### src/hw/rtl/sld_pkg.sv
// ----------------------------------------------------------------------------
// sld_pkg
// types, command table and helpers for the serial led command decoder
// ----------------------------------------------------------------------------
package sld_pkg;

  localparam int MAX_TEXT = 4096;
  localparam int LEN_W    = $clog2(MAX_TEXT);
  localparam int NUM_CMDS = 12;
  localparam int CMD_W    = 4;
  localparam int NUM_LEDS = 4;
  localparam int LED_IW   = $clog2(NUM_LEDS);
  localparam int QDEPTH   = 2;
  localparam int QPTR_W   = $clog2(QDEPTH);
  localparam int QCNT_W   = $clog2(QDEPTH + 1);

  localparam logic [7:0] BYTE_NUL = 8'd0;
  localparam logic [7:0] BYTE_LF  = 8'd10;
  localparam logic [7:0] BYTE_CR  = 8'd13;

  localparam logic [CMD_W-1:0] CMD_NONE = '0;

  typedef enum logic [1:0] {
    OP_ON,
    OP_OFF,
    OP_TGL
  } led_op_t;

  // three-byte command windows, in command order 1..12
  localparam logic [23:0] CMD_CODES [NUM_CMDS] = '{
    24'h4C5231, 24'h4C5230, 24'h4C5254,
    24'h4C4731, 24'h4C4730, 24'h4C4754,
    24'h4C4231, 24'h4C4230, 24'h4C4254,
    24'h4C6731, 24'h4C6730, 24'h4C6754
  };

  localparam logic [LED_IW-1:0] CMD_LED [NUM_CMDS] = '{
    2'd0, 2'd0, 2'd0, 2'd1, 2'd1, 2'd1,
    2'd2, 2'd2, 2'd2, 2'd3, 2'd3, 2'd3
  };

  localparam led_op_t CMD_OP [NUM_CMDS] = '{
    OP_ON, OP_OFF, OP_TGL, OP_ON, OP_OFF, OP_TGL,
    OP_ON, OP_OFF, OP_TGL, OP_ON, OP_OFF, OP_TGL
  };

  // one classified byte handed from front to back
  typedef struct packed {
    logic [CMD_W-1:0] cmd;
    logic             ovf;
  } sld_entry_t;

  function automatic logic [NUM_LEDS-1:0] apply_cmd(input logic [NUM_LEDS-1:0] leds,
                                                    input logic [CMD_W-1:0]    cmd);
    logic [NUM_LEDS-1:0] res;
    logic [NUM_LEDS-1:0] m;
    logic [CMD_W-1:0]    k;
    res = leds;
    m   = '0;
    k   = '0;
    if (cmd != CMD_NONE && cmd <= CMD_W'(NUM_CMDS)) begin
      k = cmd - CMD_W'(1);
      m = NUM_LEDS'(1) << CMD_LED[k];
      case (CMD_OP[k])
        OP_ON:   res = leds | m;
        OP_OFF:  res = leds & ~m;
        OP_TGL:  res = leds ^ m;
        default: res = leds;
      endcase
    end
    return res;
  endfunction

endpackage

### src/hw/rtl/serial_led_command_decoder.sv
// ----------------------------------------------------------------------------
// serial_led_command_decoder
// decodes three-byte led commands from a stream of received serial bytes
// ----------------------------------------------------------------------------
// One byte is taken per cycle and each byte yields exactly one result. The
// front end classifies a byte and matches its three-byte window
// combinationally; the back end applies the chosen command to the led states
// as it loads the result register. A two-entry queue between them lets the
// input keep flowing while the result register is held by a stall; the
// input stalls only once that queue is full. Text longer than MAX_TEXT-1
// bytes is cleared and flagged on the byte that hits the limit.
module serial_led_command_decoder (
  input  logic       clk,
  input  logic       rst_n,
  input  logic       in_valid,
  output logic       in_stall,
  input  logic [7:0] in_rx_byte,
  output logic       out_valid,
  input  logic       out_stall,
  output logic       out_red_on,
  output logic       out_green_on,
  output logic       out_blue_on,
  output logic       out_second_green_on,
  output logic [3:0] out_applied_command,
  output logic       out_overflow_cleared
);
  import sld_pkg::*;

  logic       q_push, q_full, q_valid, q_pop;
  sld_entry_t q_wdata, q_rdata;

  sld_front u_front (
    .clk        (clk),
    .rst_n      (rst_n),
    .in_valid   (in_valid),
    .in_stall   (in_stall),
    .in_rx_byte (in_rx_byte),
    .q_full     (q_full),
    .q_push     (q_push),
    .q_wdata    (q_wdata)
  );

  sld_queue u_queue (
    .clk    (clk),
    .rst_n  (rst_n),
    .push   (q_push),
    .wdata  (q_wdata),
    .full   (q_full),
    .rvalid (q_valid),
    .pop    (q_pop),
    .rdata  (q_rdata)
  );

  sld_back u_back (
    .clk                  (clk),
    .rst_n                (rst_n),
    .q_valid              (q_valid),
    .q_rdata              (q_rdata),
    .q_pop                (q_pop),
    .out_valid            (out_valid),
    .out_stall            (out_stall),
    .out_red_on           (out_red_on),
    .out_green_on         (out_green_on),
    .out_blue_on          (out_blue_on),
    .out_second_green_on  (out_second_green_on),
    .out_applied_command  (out_applied_command),
    .out_overflow_cleared (out_overflow_cleared)
  );

endmodule

### src/hw/rtl/sld_front.sv
// ----------------------------------------------------------------------------
// sld_front
// accepts bytes, tracks line text and matches command windows
// ----------------------------------------------------------------------------
module sld_front (
  input  logic              clk,
  input  logic              rst_n,
  input  logic              in_valid,
  output logic              in_stall,
  input  logic [7:0]        in_rx_byte,
  input  logic              q_full,
  output logic              q_push,
  output sld_pkg::sld_entry_t q_wdata
);
  import sld_pkg::*;

  logic [15:0]         recent_r, recent_nxt;
  logic [1:0]          count_r, count_nxt;
  logic [LEN_W-1:0]    len_r, len_nxt;
  logic [NUM_CMDS-1:0] seen_r, seen_nxt;

  logic                is_term;
  logic [23:0]         win;
  logic [NUM_CMDS-1:0] hit;
  logic [CMD_W-1:0]    lowest;

  assign in_stall = q_full;
  assign q_push   = in_valid && !q_full;
  assign is_term  = (in_rx_byte == BYTE_NUL) || (in_rx_byte == BYTE_LF) ||
                    (in_rx_byte == BYTE_CR);
  assign win      = {recent_r, in_rx_byte};

  always_comb begin
    for (int k = 0; k < NUM_CMDS; k++) begin
      hit[k] = (win == CMD_CODES[k]);
    end
  end

  // lowest-numbered seen command wins
  always_comb begin
    lowest = CMD_NONE;
    for (int k = NUM_CMDS - 1; k >= 0; k--) begin
      if (seen_r[k]) begin
        lowest = CMD_W'(k + 1);
      end
    end
  end

  always_comb begin
    recent_nxt  = recent_r;
    count_nxt   = count_r;
    len_nxt     = len_r;
    seen_nxt    = seen_r;
    q_wdata.cmd = CMD_NONE;
    q_wdata.ovf = 1'b0;
    if (is_term) begin
      if (lowest != CMD_NONE) begin
        q_wdata.cmd = lowest;
        recent_nxt  = '0;
        count_nxt   = '0;
        len_nxt     = '0;
        seen_nxt    = '0;
      end
    end else if (len_r < LEN_W'(MAX_TEXT - 1)) begin
      if (count_r == 2'd2) begin
        seen_nxt = seen_r | hit;
      end
      recent_nxt = {recent_r[7:0], in_rx_byte};
      if (count_r != 2'd2) begin
        count_nxt = count_r + 2'd1;
      end
      len_nxt = len_r + LEN_W'(1);
    end else begin
      // length limit: drop the byte and clear the text
      q_wdata.ovf = 1'b1;
      recent_nxt  = '0;
      count_nxt   = '0;
      len_nxt     = '0;
      seen_nxt    = '0;
    end
  end

  always_ff @(posedge clk) begin
    if (!rst_n) begin
      recent_r <= '0;
      count_r  <= '0;
      len_r    <= '0;
      seen_r   <= '0;
    end else if (q_push) begin
      recent_r <= recent_nxt;
      count_r  <= count_nxt;
      len_r    <= len_nxt;
      seen_r   <= seen_nxt;
    end
  end

endmodule

### src/hw/rtl/sld_queue.sv
// ----------------------------------------------------------------------------
// sld_queue
// short fifo between the classifying front and the led back end
// ----------------------------------------------------------------------------
module sld_queue (
  input  logic                clk,
  input  logic                rst_n,
  input  logic                push,
  input  sld_pkg::sld_entry_t wdata,
  output logic                full,
  output logic                rvalid,
  input  logic                pop,
  output sld_pkg::sld_entry_t rdata
);
  import sld_pkg::*;

  sld_entry_t        mem_r [QDEPTH];
  logic [QPTR_W-1:0] wr_ptr_r, wr_ptr_nxt;
  logic [QPTR_W-1:0] rd_ptr_r, rd_ptr_nxt;
  logic [QCNT_W-1:0] cnt_r, cnt_nxt;
  logic              do_push, do_pop;

  assign full    = (cnt_r == QCNT_W'(QDEPTH));
  assign rvalid  = (cnt_r != '0);
  assign rdata   = mem_r[rd_ptr_r];
  assign do_push = push && !full;
  assign do_pop  = pop && rvalid;

  always_comb begin
    wr_ptr_nxt = wr_ptr_r;
    rd_ptr_nxt = rd_ptr_r;
    cnt_nxt    = cnt_r;
    if (do_push) begin
      wr_ptr_nxt = (wr_ptr_r == QPTR_W'(QDEPTH - 1)) ? '0 : wr_ptr_r + QPTR_W'(1);
    end
    if (do_pop) begin
      rd_ptr_nxt = (rd_ptr_r == QPTR_W'(QDEPTH - 1)) ? '0 : rd_ptr_r + QPTR_W'(1);
    end
    if (do_push && !do_pop) begin
      cnt_nxt = cnt_r + QCNT_W'(1);
    end else if (do_pop && !do_push) begin
      cnt_nxt = cnt_r - QCNT_W'(1);
    end
  end

  always_ff @(posedge clk) begin
    if (!rst_n) begin
      wr_ptr_r <= '0;
      rd_ptr_r <= '0;
      cnt_r    <= '0;
    end else begin
      wr_ptr_r <= wr_ptr_nxt;
      rd_ptr_r <= rd_ptr_nxt;
      cnt_r    <= cnt_nxt;
    end
  end

  always_ff @(posedge clk) begin
    if (do_push) begin
      mem_r[wr_ptr_r] <= wdata;
    end
  end

endmodule

### src/hw/rtl/sld_back.sv
// ----------------------------------------------------------------------------
// sld_back
// applies commands to the led states and holds the result register
// ----------------------------------------------------------------------------
module sld_back (
  input  logic                clk,
  input  logic                rst_n,
  input  logic                q_valid,
  input  sld_pkg::sld_entry_t q_rdata,
  output logic                q_pop,
  output logic                out_valid,
  input  logic                out_stall,
  output logic                out_red_on,
  output logic                out_green_on,
  output logic                out_blue_on,
  output logic                out_second_green_on,
  output logic [3:0]          out_applied_command,
  output logic                out_overflow_cleared
);
  import sld_pkg::*;

  logic [NUM_LEDS-1:0] leds_r, leds_nxt;
  logic [CMD_W-1:0]    cmd_r;
  logic                ovf_r;
  logic                valid_r, valid_nxt;

  // take a new entry when the result register is empty or being drained
  assign q_pop    = q_valid && (!valid_r || !out_stall);
  assign leds_nxt = apply_cmd(leds_r, q_rdata.cmd);

  always_comb begin
    valid_nxt = valid_r;
    if (q_pop) begin
      valid_nxt = 1'b1;
    end else if (!out_stall) begin
      valid_nxt = 1'b0;
    end
  end

  always_ff @(posedge clk) begin
    if (!rst_n) begin
      leds_r  <= '0;
      valid_r <= 1'b0;
    end else begin
      valid_r <= valid_nxt;
      if (q_pop) begin
        leds_r <= leds_nxt;
      end
    end
  end

  always_ff @(posedge clk) begin
    if (q_pop) begin
      cmd_r <= q_rdata.cmd;
      ovf_r <= q_rdata.ovf;
    end
  end

  assign out_valid            = valid_r;
  assign out_red_on           = leds_r[0];
  assign out_green_on         = leds_r[1];
  assign out_blue_on          = leds_r[2];
  assign out_second_green_on  = leds_r[3];
  assign out_applied_command  = cmd_r;
  assign out_overflow_cleared = ovf_r;

endmodule

### config.mk
export PLATFORM = sky130hd
export DESIGN_NAME = serial_led_command_decoder
export DESIGN_NICKNAME = d
export VERILOG_FILES = /design/src/hw/rtl/sld_pkg.sv /design/src/hw/rtl/serial_led_command_decoder.sv /design/src/hw/rtl/sld_front.sv /design/src/hw/rtl/sld_queue.sv /design/src/hw/rtl/sld_back.sv
export SDC_FILE = /design/constraint.sdc
export NUM_CORES = 1
export LEC_CHECK = 0
export ABC_AREA = 1
export BUFFER_PORTS_ARGS = -buffer_cell sky130_fd_sc_hd__buf_2
export CAP_MARGIN = 15
export CORE_MARGIN = 4
export CORE_UTILIZATION = 35
export CTS_BUF_LIST = sky130_fd_sc_hd__clkbuf_4 sky130_fd_sc_hd__clkbuf_8 sky130_fd_sc_hd__clkbuf_16
export CTS_CLUSTER_SIZE = 30
export DETAILED_ROUTE_END_ITERATION = 12
export GPL_TIMING_DRIVEN = 1
export PLACE_DENSITY_LB_ADDON = 0.2
export SETUP_SLACK_MARGIN = 0.5
export SLEW_MARGIN = 0
export SYNTH_ARGS = -nofsm -noshare
export SYNTH_HDL_FRONTEND = slang
export SYNTH_SLANG_ARGS = --single-unit
### constraint.sdc
create_clock -name clk -period 4.8 [get_ports clk]
set_clock_uncertainty 0.1 [all_clocks]
set_input_delay 0.96 -clock clk [delete_from_list [all_inputs] [get_ports clk]]
set_output_delay 0.96 -clock clk [all_outputs]
set_load 0.05 [all_outputs]
# Word-level counts from Yosys, hierarchy flattened
# Memories as Yosys holds them, arrays and structs flattened. A register that Yosys moved wholly into a read port is not among the register bits.
# Index checks and enable logic that the tools add are counted.
[word_totals] register_bits=56 mem_bits_rw=10 out_inout_bits=11 n_memories=3 rom_bits=64
[classes] magnitude_cmp=3 shifts=1 reduce_logical=26 add_sub_neg=7 bitwise=6 muxes=44 eq_ne=23
[mem_list] name="(name not given)" words=16 word_bits=2 rd=1 rd_ports_with_merged_regs=0 write_ports=0 line="sld_pkg.sv:63" text="m = NUM_LEDS'(1) << CMD_LED[k];"
[mem_list] name="(name not given)" words=16 word_bits=2 rd=1 rd_ports_with_merged_regs=0 write_ports=0 line="sld_pkg.sv:64" text="case (CMD_OP[k])"
[mem_list] name="u_queue.mem_r" words=2 word_bits=5 rd=1 rd_ports_with_merged_regs=1 write_ports=1 line="sld_queue.sv:17" text="sld_entry_t mem_r [QDEPTH];"
[ops] cell="$eq 24x23->1 const B" count=12
[ops] cell="$mux 12" count=6
[ops] cell="$mux 4" count=14
[ops] cell="$mux 16" count=3
[ops] cell="$mux 2" count=10
[ops] cell="$eq 8x4->1 const B" count=2
[ops] cell="$add 12x1->12 const B" count=1
[ops] cell="$lt 12x12->1 const B" count=1
[ops] cell="$or 12x12->12" count=1
[ops] cell="$pmux 4 s3" count=1
[ops] cell="$mux 1" count=10
[ops] cell="$reduce_and 3->1" count=3
[ops] cell="$logic_not 8->1" count=1
[ops] cell="$reduce_bool 4->1" count=2
[ops] cell="$logic_and 1x1->1" count=7
[ops] cell="$eq 2x2->1 const B" count=3
[ops] cell="$ne 3x2->1 const B" count=2
[ops] cell="$ge 5x5->1 const B" count=1
[ops] cell="$logic_not 1->1" count=5
[ops] cell="$not 4->5" count=1
[ops] cell="$add 2x1->2 const B" count=2
[ops] cell="$and 4x4->4" count=1
[ops] cell="$le 4x4->1 const B" count=1
[ops] cell="$ne 2x2->1 const B" count=2
[ops] cell="other kinds (14)" count=18

# Logic depth before layout (Yosys ltp)
# Gate-level depths: netlist of the first run.
[depth] ltp_word=15 mapped_depth=18

# Cells and area by module
# From an unflattened synthesis of the first run, not the netlist that was laid out.
[unflattened] cells_unflattened=530 area_unflattened_um2=3763.6
[by_module_without_submodules] module="sld_front" seq_area_each_um2=840.8 cells_each=359 area_each_um2=2301.0 instances=1
[by_module_without_submodules] module="sld_back" seq_area_each_um2=250.2 cells_each=119 area_each_um2=857.1 instances=1
[by_module_without_submodules] module="sld_queue" seq_area_each_um2=400.4 cells_each=52 area_each_um2=605.6 instances=1

# Worst setup path before layout of the first run
# No wires, ideal clock.
[synth_path] path_type="reg2reg" startpoint="reg (tool-made name)" endpoint="reg u_back.leds_r[2]" arrival_time_ns=2.447 path_buffers=1 slack_ns=2.118 period_less_slack_ns=2.682 stages_incl_launch_ff=15 cell_sequence="dfxtp_1 > buf_6 > o21ai_0 > ha_1 > nor2_1 > nor2_1 > inv_1 > o21ai_0 > nand2_1 > ha_1 > a22o_1 > nand2_1 > o21ai_0 > o21ai_0 > a21oi_1"
[synth_lines] element="to (signal assigned)" line="sld_back.sv:47" text="leds_r <= leds_nxt;"
[synth_lines] element="to (decl)" line="sld_back.sv:22" text="logic [NUM_LEDS-1:0] leds_r, leds_nxt;"

==> impl_metrics.toml, run 1 <==
[drt]
drt_first_pass_iters = 7
detail_route.vias_per_cell = 4.67
wirelength_mm = 7.82
postRouteAntennaNets = 0
drt-wirelength-per-cell_um = 11.5
vias = 3183
remaining_drc_errors = 0
drt_first_iter_violations = 145

[placed_design]
post-place-cells = 665
number_of_port_buffers = 22
preCtsSetupSlack_ns = 1.76
detailed_place_hpwl_mm = 5.78
gp_congestion = 0.822

[global_route]
grt_first_pass_wirelength_mm = 13.8
gr-usage-all-layers = 0.132
antenna_found_initial = 0
first_global_vias = 3107
grt_start_max_net_pins = 36
global_route.overflow_total = 0

[die]
floorplan.rows = 37
design.portCount = 23
die_width_um = 112
initial_core_util = 0.361
core_area_mm2 = 0.0104
die-area_mm2 = 0.0125
die_y_um = 112

[hold_path]
hold_path.startpoint = "u_queue.rd_ptr_r$_SDFFE_PN0P_"
min_path_type = "reg2reg"
worst_hold_path.num_cells = 1

[logic_synthesis]
synth_simple_gate_area_share = 0.307
synthesized_area_fraction_occupied_by_xor_and_xnor_cells = 0.0116
synth.most_common_cell = "sky130_fd_sc_hd__nor2_1"
synth-seq-area-share = 0.396
synth-adder-area-share = 0.0599
combinational_family_with_the_most_area_after_synthesis = "simple AND/OR/NAND/NOR gates"
ys.flop_type = "sky130_fd_sc_hd__dfxtp_1"
synth_fp_nets = 549
ys_top_cells_by_count = "sky130_fd_sc_hd__nor2_1, sky130_fd_sc_hd__nand2_1, sky130_fd_sc_hd__inv_1, sky130_fd_sc_hd__dfxtp_1, sky130_fd_sc_hd__o21ai_0"
synth_top_cell_area_share = 0.277
synthesis.instances = 519
yosys-mux-area-fraction = 0.00299
synth_compound_gate_area_share = 0.116
cell_types_occupying_the_most_area_after_synthesis = "sky130_fd_sc_hd__dfxtp_1, sky130_fd_sc_hd__edfxtp_1, sky130_fd_sc_hd__nor2_1"
number_of_enable_flip_flop_cells_after_synthesis = 15
yosysWarningCount = 0
synth_area_per_cell_um2 = 7.25
synthArstFlopShare = 0
post_synth_instance_area_mm2 = 0.00376
yosys_register_bits = 67
synth_cell_types = 37
synth_largest_area_cell = "sky130_fd_sc_hd__dfxtp_1"

[sta]
max_freq_mhz = 327
final_period_utilization = 0.636
timing_max_transition_violations_final = 0
finalSetupTns_ns = 0
finalSetupViolations = 0
layout_setup_ws_ns = 1.75
hold_viol = 0
post-route-min-period_ns = 3.05
maxSlewHeadroom = 0.576
tightest_slew_ns = 0.636
unrepaired_setup_endpoints_after_global_routing = "no"

[critical_path]
worst-r2r-setup-slack_ns = 1.75
worstPathRequired_ns = 4.91
worst-endpoint-arrival_ns = 3.16
worstSetupPathType = "reg2reg"
worstRegToRegCells = 14
startpoint_type = "register"
timing.critical_path.to_type = "register"
cp_max_fo = 9
r2r-end = "u_back.leds_r[3]$_SDFFE_PN0P_"

[power_and_ir_drop]
power.share.sequential = 0.359
cellPowerDensity_mw_per_mm2 = 525
comb_power_share = 0.453
total_power_mw = 2.15
sw_frac_of_total = 0.445
clkPwrFrac = 0.187
ir_drop_v = 0.000237
power_leakage_nw = 1.77
intPower_mw = 1.20
p_sw_mw = 0.959

[clock_tree]
max-clock-path-buffers = 2
post_cts.repair.setup_buffers = 0
cts-htree-levels = 3
cts_buffers = 9
cts_resized = 0
post_cts_hold_buffer_count = 0
tritoncts = "yes"
clk-insertion-delay-late_ns = 0.35
cts.clk_slew.worst_paths_ns = 0.08
cts.sink_count = 67
cts_root_buffer = "sky130_fd_sc_hd__clkbuf_8"

[finish]
final_nets = 570
fin_cells = 681
layout.filler_cells = 1127
antenna_cells = 0
drive_gt1_frac = 0.114
area.growth.synth_to_final_pct = 9.15

[outcome]
outcome = "completed"

[flow_run]
max_cap_viol = 0
cell usage in the layout (no fill, tap or decap), types with 4 or more instances in the layout:
| cell | count |
|---|---|
| sky130_fd_sc_hd__ha_1 | 18 |
| sky130_fd_sc_hd__nor4_1 | 5 |
| sky130_fd_sc_hd__edfxtp_1 | 15 |
| sky130_fd_sc_hd__clkinvlp_4 | 5 |
| sky130_fd_sc_hd__inv_2 | 7 |
| sky130_fd_sc_hd__nor3_1 | 6 |
| sky130_fd_sc_hd__xor2_1 | 5 |
| sky130_fd_sc_hd__dfxtp_1 | 52 |
| sky130_fd_sc_hd__inv_1 | 69 |
| sky130_fd_sc_hd__o21ai_0 | 37 |
| sky130_fd_sc_hd__nor2_1 | 111 |
| sky130_fd_sc_hd__nand2_1 | 92 |
| sky130_fd_sc_hd__a22o_1 | 4 |
| sky130_fd_sc_hd__o21ai_1 | 5 |
| sky130_fd_sc_hd__nand3_1 | 18 |
| sky130_fd_sc_hd__buf_2 | 22 |
| sky130_fd_sc_hd__clkbuf_8 | 9 |
| sky130_fd_sc_hd__nand4_1 | 8 |
| sky130_fd_sc_hd__a21oi_1 | 29 |
metrics by stage:
step | utilization | hold slack (ns) | area, µm²
after floorplan | - | 0.325 | 3760
after global placement | 0.378 | 0.333 | 3940
after detailed placement | 0.378 | 0.346 | 3940
after CTS | 0.394 | 0.360 | 4110
after global routing | 0.394 | 0.379 | 4110
final | 0.394 | 0.362 | 4110
cells by family (layout without fill, tap and decap cells):
logic type                 count (synthesis)  after routing
and+or+nand+nor                          259            259
buffers and inverters                     89            115
AOI/OAI and AO/OA                         80             80
DFF                                       67             67
adders and majority gates                 18             18
xor gates and xnor gates                   5              5
muxes                                      1              1
sequential cells by signal, indices dropped and copies added, names as in the netlist, named ones only:
name and cells:
u_back.leds_r 4, u_back.out_applied_command 4, u_back.out_overflow_cleared 1, u_back.out_valid 1, u_front.count_r 2, u_front.len_r 12, u_front.recent_r 16, u_front.seen_r 12
u_queue.cnt_r 2, u_queue.mem_r 10, u_queue.rd_ptr_r 1, u_queue.wr_ptr_r 1
critical path: stages (launching register included):
cell	delay, ns
sky130_fd_sc_hd__dfxtp_1	0.49
sky130_fd_sc_hd__o21ai_0	0.26
sky130_fd_sc_hd__ha_1	0.32
sky130_fd_sc_hd__inv_1	0.07
sky130_fd_sc_hd__nor2_1	0.05
sky130_fd_sc_hd__nor2_1	0.22
sky130_fd_sc_hd__inv_1	0.10
sky130_fd_sc_hd__o21ai_0	0.30
sky130_fd_sc_hd__nand2_1	0.14
sky130_fd_sc_hd__ha_1	0.29
sky130_fd_sc_hd__a22o_1	0.20
sky130_fd_sc_hd__nand2_1	0.05
sky130_fd_sc_hd__o21ai_0	0.07
sky130_fd_sc_hd__o21ai_0	0.20
sky130_fd_sc_hd__a21oi_1	0.06
worst max path at each step:
stage	start	endpoint	slack (ns)	depth (start not counted)
after global placement	register	u_back.leds_r[2]$_SDFFE_PN0P_	1.80	14
after detailed placement	register	u_back.leds_r[2]$_SDFFE_PN0P_	1.76	13
after global routing	register	u_back.leds_r[3]$_SDFFE_PN0P_	1.37	16
after floorplan	register	u_back.leds_r[2]$_SDFFE_PN0P_	2.12	14
after CTS	register	u_back.leds_r[2]$_SDFFE_PN0P_	1.73	13
final	register	u_back.leds_r[3]$_SDFFE_PN0P_	1.75	14
layer usage:
metal	up-vias	wire length (µm)	global-route usage
met2	54	3590	0.222
met3	10	304	0.0380
li1	1697	-	-
met1	1422	3830	0.163
met5	-	0	0
met4	0	102	0.0454
power by group through the flow:
stage          combinational [mW]  clock (mW)  sequential [mW]
2_1_floorplan               0.701           0            0.879
5_1_grt                      1.11       0.445            0.790
3_3_place_gp                0.966           0            0.783
4_1_cts                     0.988       0.424            0.774
6_report                    0.977       0.404            0.774
3_5_place_dp                0.982           0            0.786
area by class of cell:
type	instances	area (µm²)	area share
multi-input cells	363	1870	0.456
flip-flops and latches	67	1490	0.363
inverters	77	294	0.0716
well taps	136	170	0.0414
clock buffers	9	124	0.0302
repair buffers	22	110	0.0268
clock inverters	7	45.0	0.0110
Power figures use the tool's default switching activity.
==> inputs of run 2 (changes only) <==
clock period = 3.2 ns   (was 4.8 ns; I/O delays follow)
==> impl_metrics.toml, run 2 (synthesis gave the netlist of run 1 again) <==
[finish]
final_nets = 575
area.growth.synth_to_final_pct = 12.9
drive_gt1_frac = 0.147
final_cell_mix = "sky130_fd_sc_hd__nor2_1, sky130_fd_sc_hd__nand2_1, sky130_fd_sc_hd__inv_1"
fin_cells = 686
registers.top_by_ff_count = "u_front.recent_r"
antenna_cells = 0
largest_reg_flops = 16
commonest_non_fill_non_tap_cell_in_the_layout = "sky130_fd_sc_hd__nor2_1"
reg.largest.list = "u_front.recent_r: 16 flops, u_front.len_r: 12 flops, u_front.seen_r: 12 flops"

[drt]
drt_first_pass_iters = 4
vias = 3188
drt_first_iter_violations = 137
detail_route.vias_per_cell = 4.65
drt-wirelength-per-cell_um = 11.6
postRouteAntennaNets = 0
met3_wirelength_um = 335
wirelength_mm = 7.94
met2RoutedLength_mm = 3.75
remaining_drc_errors = 0
m1WireLength_mm = 3.74
route.top_layer_used = "met4"

[clock_tree]
cts_root_buffer = "sky130_fd_sc_hd__clkbuf_8"
max-clock-path-buffers = 2
cts-htree-levels = 3
tritoncts = "yes"
clk-insertion-delay-late_ns = 0.34
cts.clk_slew.worst_paths_ns = 0.08
cts.sink_count = 67
cts_buffers = 9

[critical_path]
regToRegStartpoint = "u_queue.mem_r[0][1]$_DFFE_PP_"
crit_path_top_delay_cell = "sky130_fd_sc_hd__edfxtp_1"
timing.critical_path.to_type = "register"
worstRegToRegCells = 15
critPathLaunch = "u_queue.mem_r[0][1]$_DFFE_PP_"
worstPathRequired_ns = 3.32
r2r-end = "u_back.leds_r[2]$_SDFFE_PN0P_"
ordered_list_of_cells_on_the_worst_path = "o21ai_4 -> ha_4 -> inv_1 -> nor2_1 -> nor2_2 -> a21oi_1 -> nand2_1 -> o21ai_2 -> nand2_1 -> ha_1 -> a22o_1 -> nand2_1 -> o21ai_0 -> o21ai_1 -> a21oi_1"
critical-path-max-stage-delay_ns = 0.42
startpoint_type = "register"
worstSetupPathType = "reg2reg"
cp_max_fo = 4
crit_top_cell = "sky130_fd_sc_hd__nand2_1"
worst-r2r-setup-slack_ns = 0.63
worst-endpoint-arrival_ns = 2.69
cp-endpoint = "u_back.leds_r[2]$_SDFFE_PN0P_"

[die]
design.portCount = 23
die_y_um = 112
core_area_mm2 = 0.0104
die_width_um = 112
initial_core_util = 0.361
floorplan.rows = 37
die-area_mm2 = 0.0125

[power_and_ir_drop]
total_power_mw = 3.45
cellPowerDensity_mw_per_mm2 = 813
power_leakage_nw = 1.84
ir_drop_v = 0.000418

[global_route]
gr-usage-all-layers = 0.131
antenna_found_initial = 0
first_global_vias = 2961
grt_start_max_net_pins = 36
global_route.overflow_total = 0
grt_first_pass_wirelength_mm = 13.5

[hold_path]
min_path_type = "reg2reg"

[sta]
timing_max_transition_violations_final = 0
tightest_slew_ns = 0.651
finalSetupTns_ns = 0
unrepaired_setup_endpoints_after_global_routing = "no"
holdWs_ns = 0.360
post-route-min-period_ns = 2.57
finalSetupViolations = 0
hold_viol = 0
final_period_utilization = 0.803
max_freq_mhz = 389
maxSlewHeadroom = 0.566

[outcome]
outcome = "completed"

[placed_design]
number_of_port_buffers = 22
detailed_place_hpwl_mm = 5.59
post-place-cells = 667
gp_congestion = 0.828

[flow_run]
max_cap_viol = 0
run 2: stage by stage:
step	cell area, µm²	util	setup WS, ns
5_1_grt	4250	0.408	0.456
3_3_place_gp	3950	0.379	0.367
2_1_floorplan	3760	-	0.518
6_report	4250	0.408	0.629
4_1_cts	4180	0.401	0.540
3_5_place_dp	3950	0.379	0.211
run 2: report_power, final:
group / switching (mW) / leakage (nW) / total [mW] / internal, mW
Combinational: 1.07 / 1.17 / 1.61 / 0.544
Clock: 0.337 / 0.0944 / 0.675 / 0.338
Sequential: 0.110 / 0.573 / 1.17 / 1.06
Total: 1.52 / 1.84 / 3.45 / 1.94
run 2: layer usage:
layer / vias to the layer above / GRT usage
li1: 1718 / -
met1: 1409 / 0.172
met2: 49 / 0.213
met3: 12 / 0.0321
met4: 0 / 0.0414
met5: - / 0
run 2: timing repair:
item,4_1_cts,5_1_grt
pin swaps,1,3
setup endpoints to repair,4,4
resized for setup,10,13
hold buffers,0,0
buffers inserted,1,2
run 2: worst min path at each step:
stage / startpoint / to / slack [ns] / cells after the start
finish: u_queue.rd_ptr_r$_SDFFE_PN0P_ / register / 0.36 / 1
global placement: u_queue.rd_ptr_r$_SDFFE_PN0P_ / u_queue.rd_ptr_r$_SDFFE_PN0P_ / 0.34 / 1
floorplan: u_queue.rd_ptr_r$_SDFFE_PN0P_ / register / 0.33 / 1
global route: u_front.count_r[1]$_SDFFE_PN0P_ / u_front.count_r[1]$_SDFFE_PN0P_ / 0.40 / 2
detailed placement: u_queue.rd_ptr_r$_SDFFE_PN0P_ / register / 0.34 / 1
CTS: u_queue.rd_ptr_r$_SDFFE_PN0P_ / register / 0.35 / 1
run 2: area by class of cell:
type / count / area (µm²)
inverter: 77 / 294
fill: 1095 / 6170
clock inverter: 5 / 35.0
sequential: 67 / 1500
tap: 136 / 170
timing repair buffer: 27 / 145
clock buffer: 11 / 156
multi-input combinational: 363 / 1950
run 2: worst max-delay path, delay by kind of cell, from the launching register on:
kind / cells / cell delay (ns)
adder cells (fa/ha/maj): 2 / 0.45
flip-flops: 1 / 0.42
AND/OR/NAND/NOR: 5 / 0.49
AO/OA/AOI/OAI: 7 / 0.95
buffers and inverters: 1 / 0.04
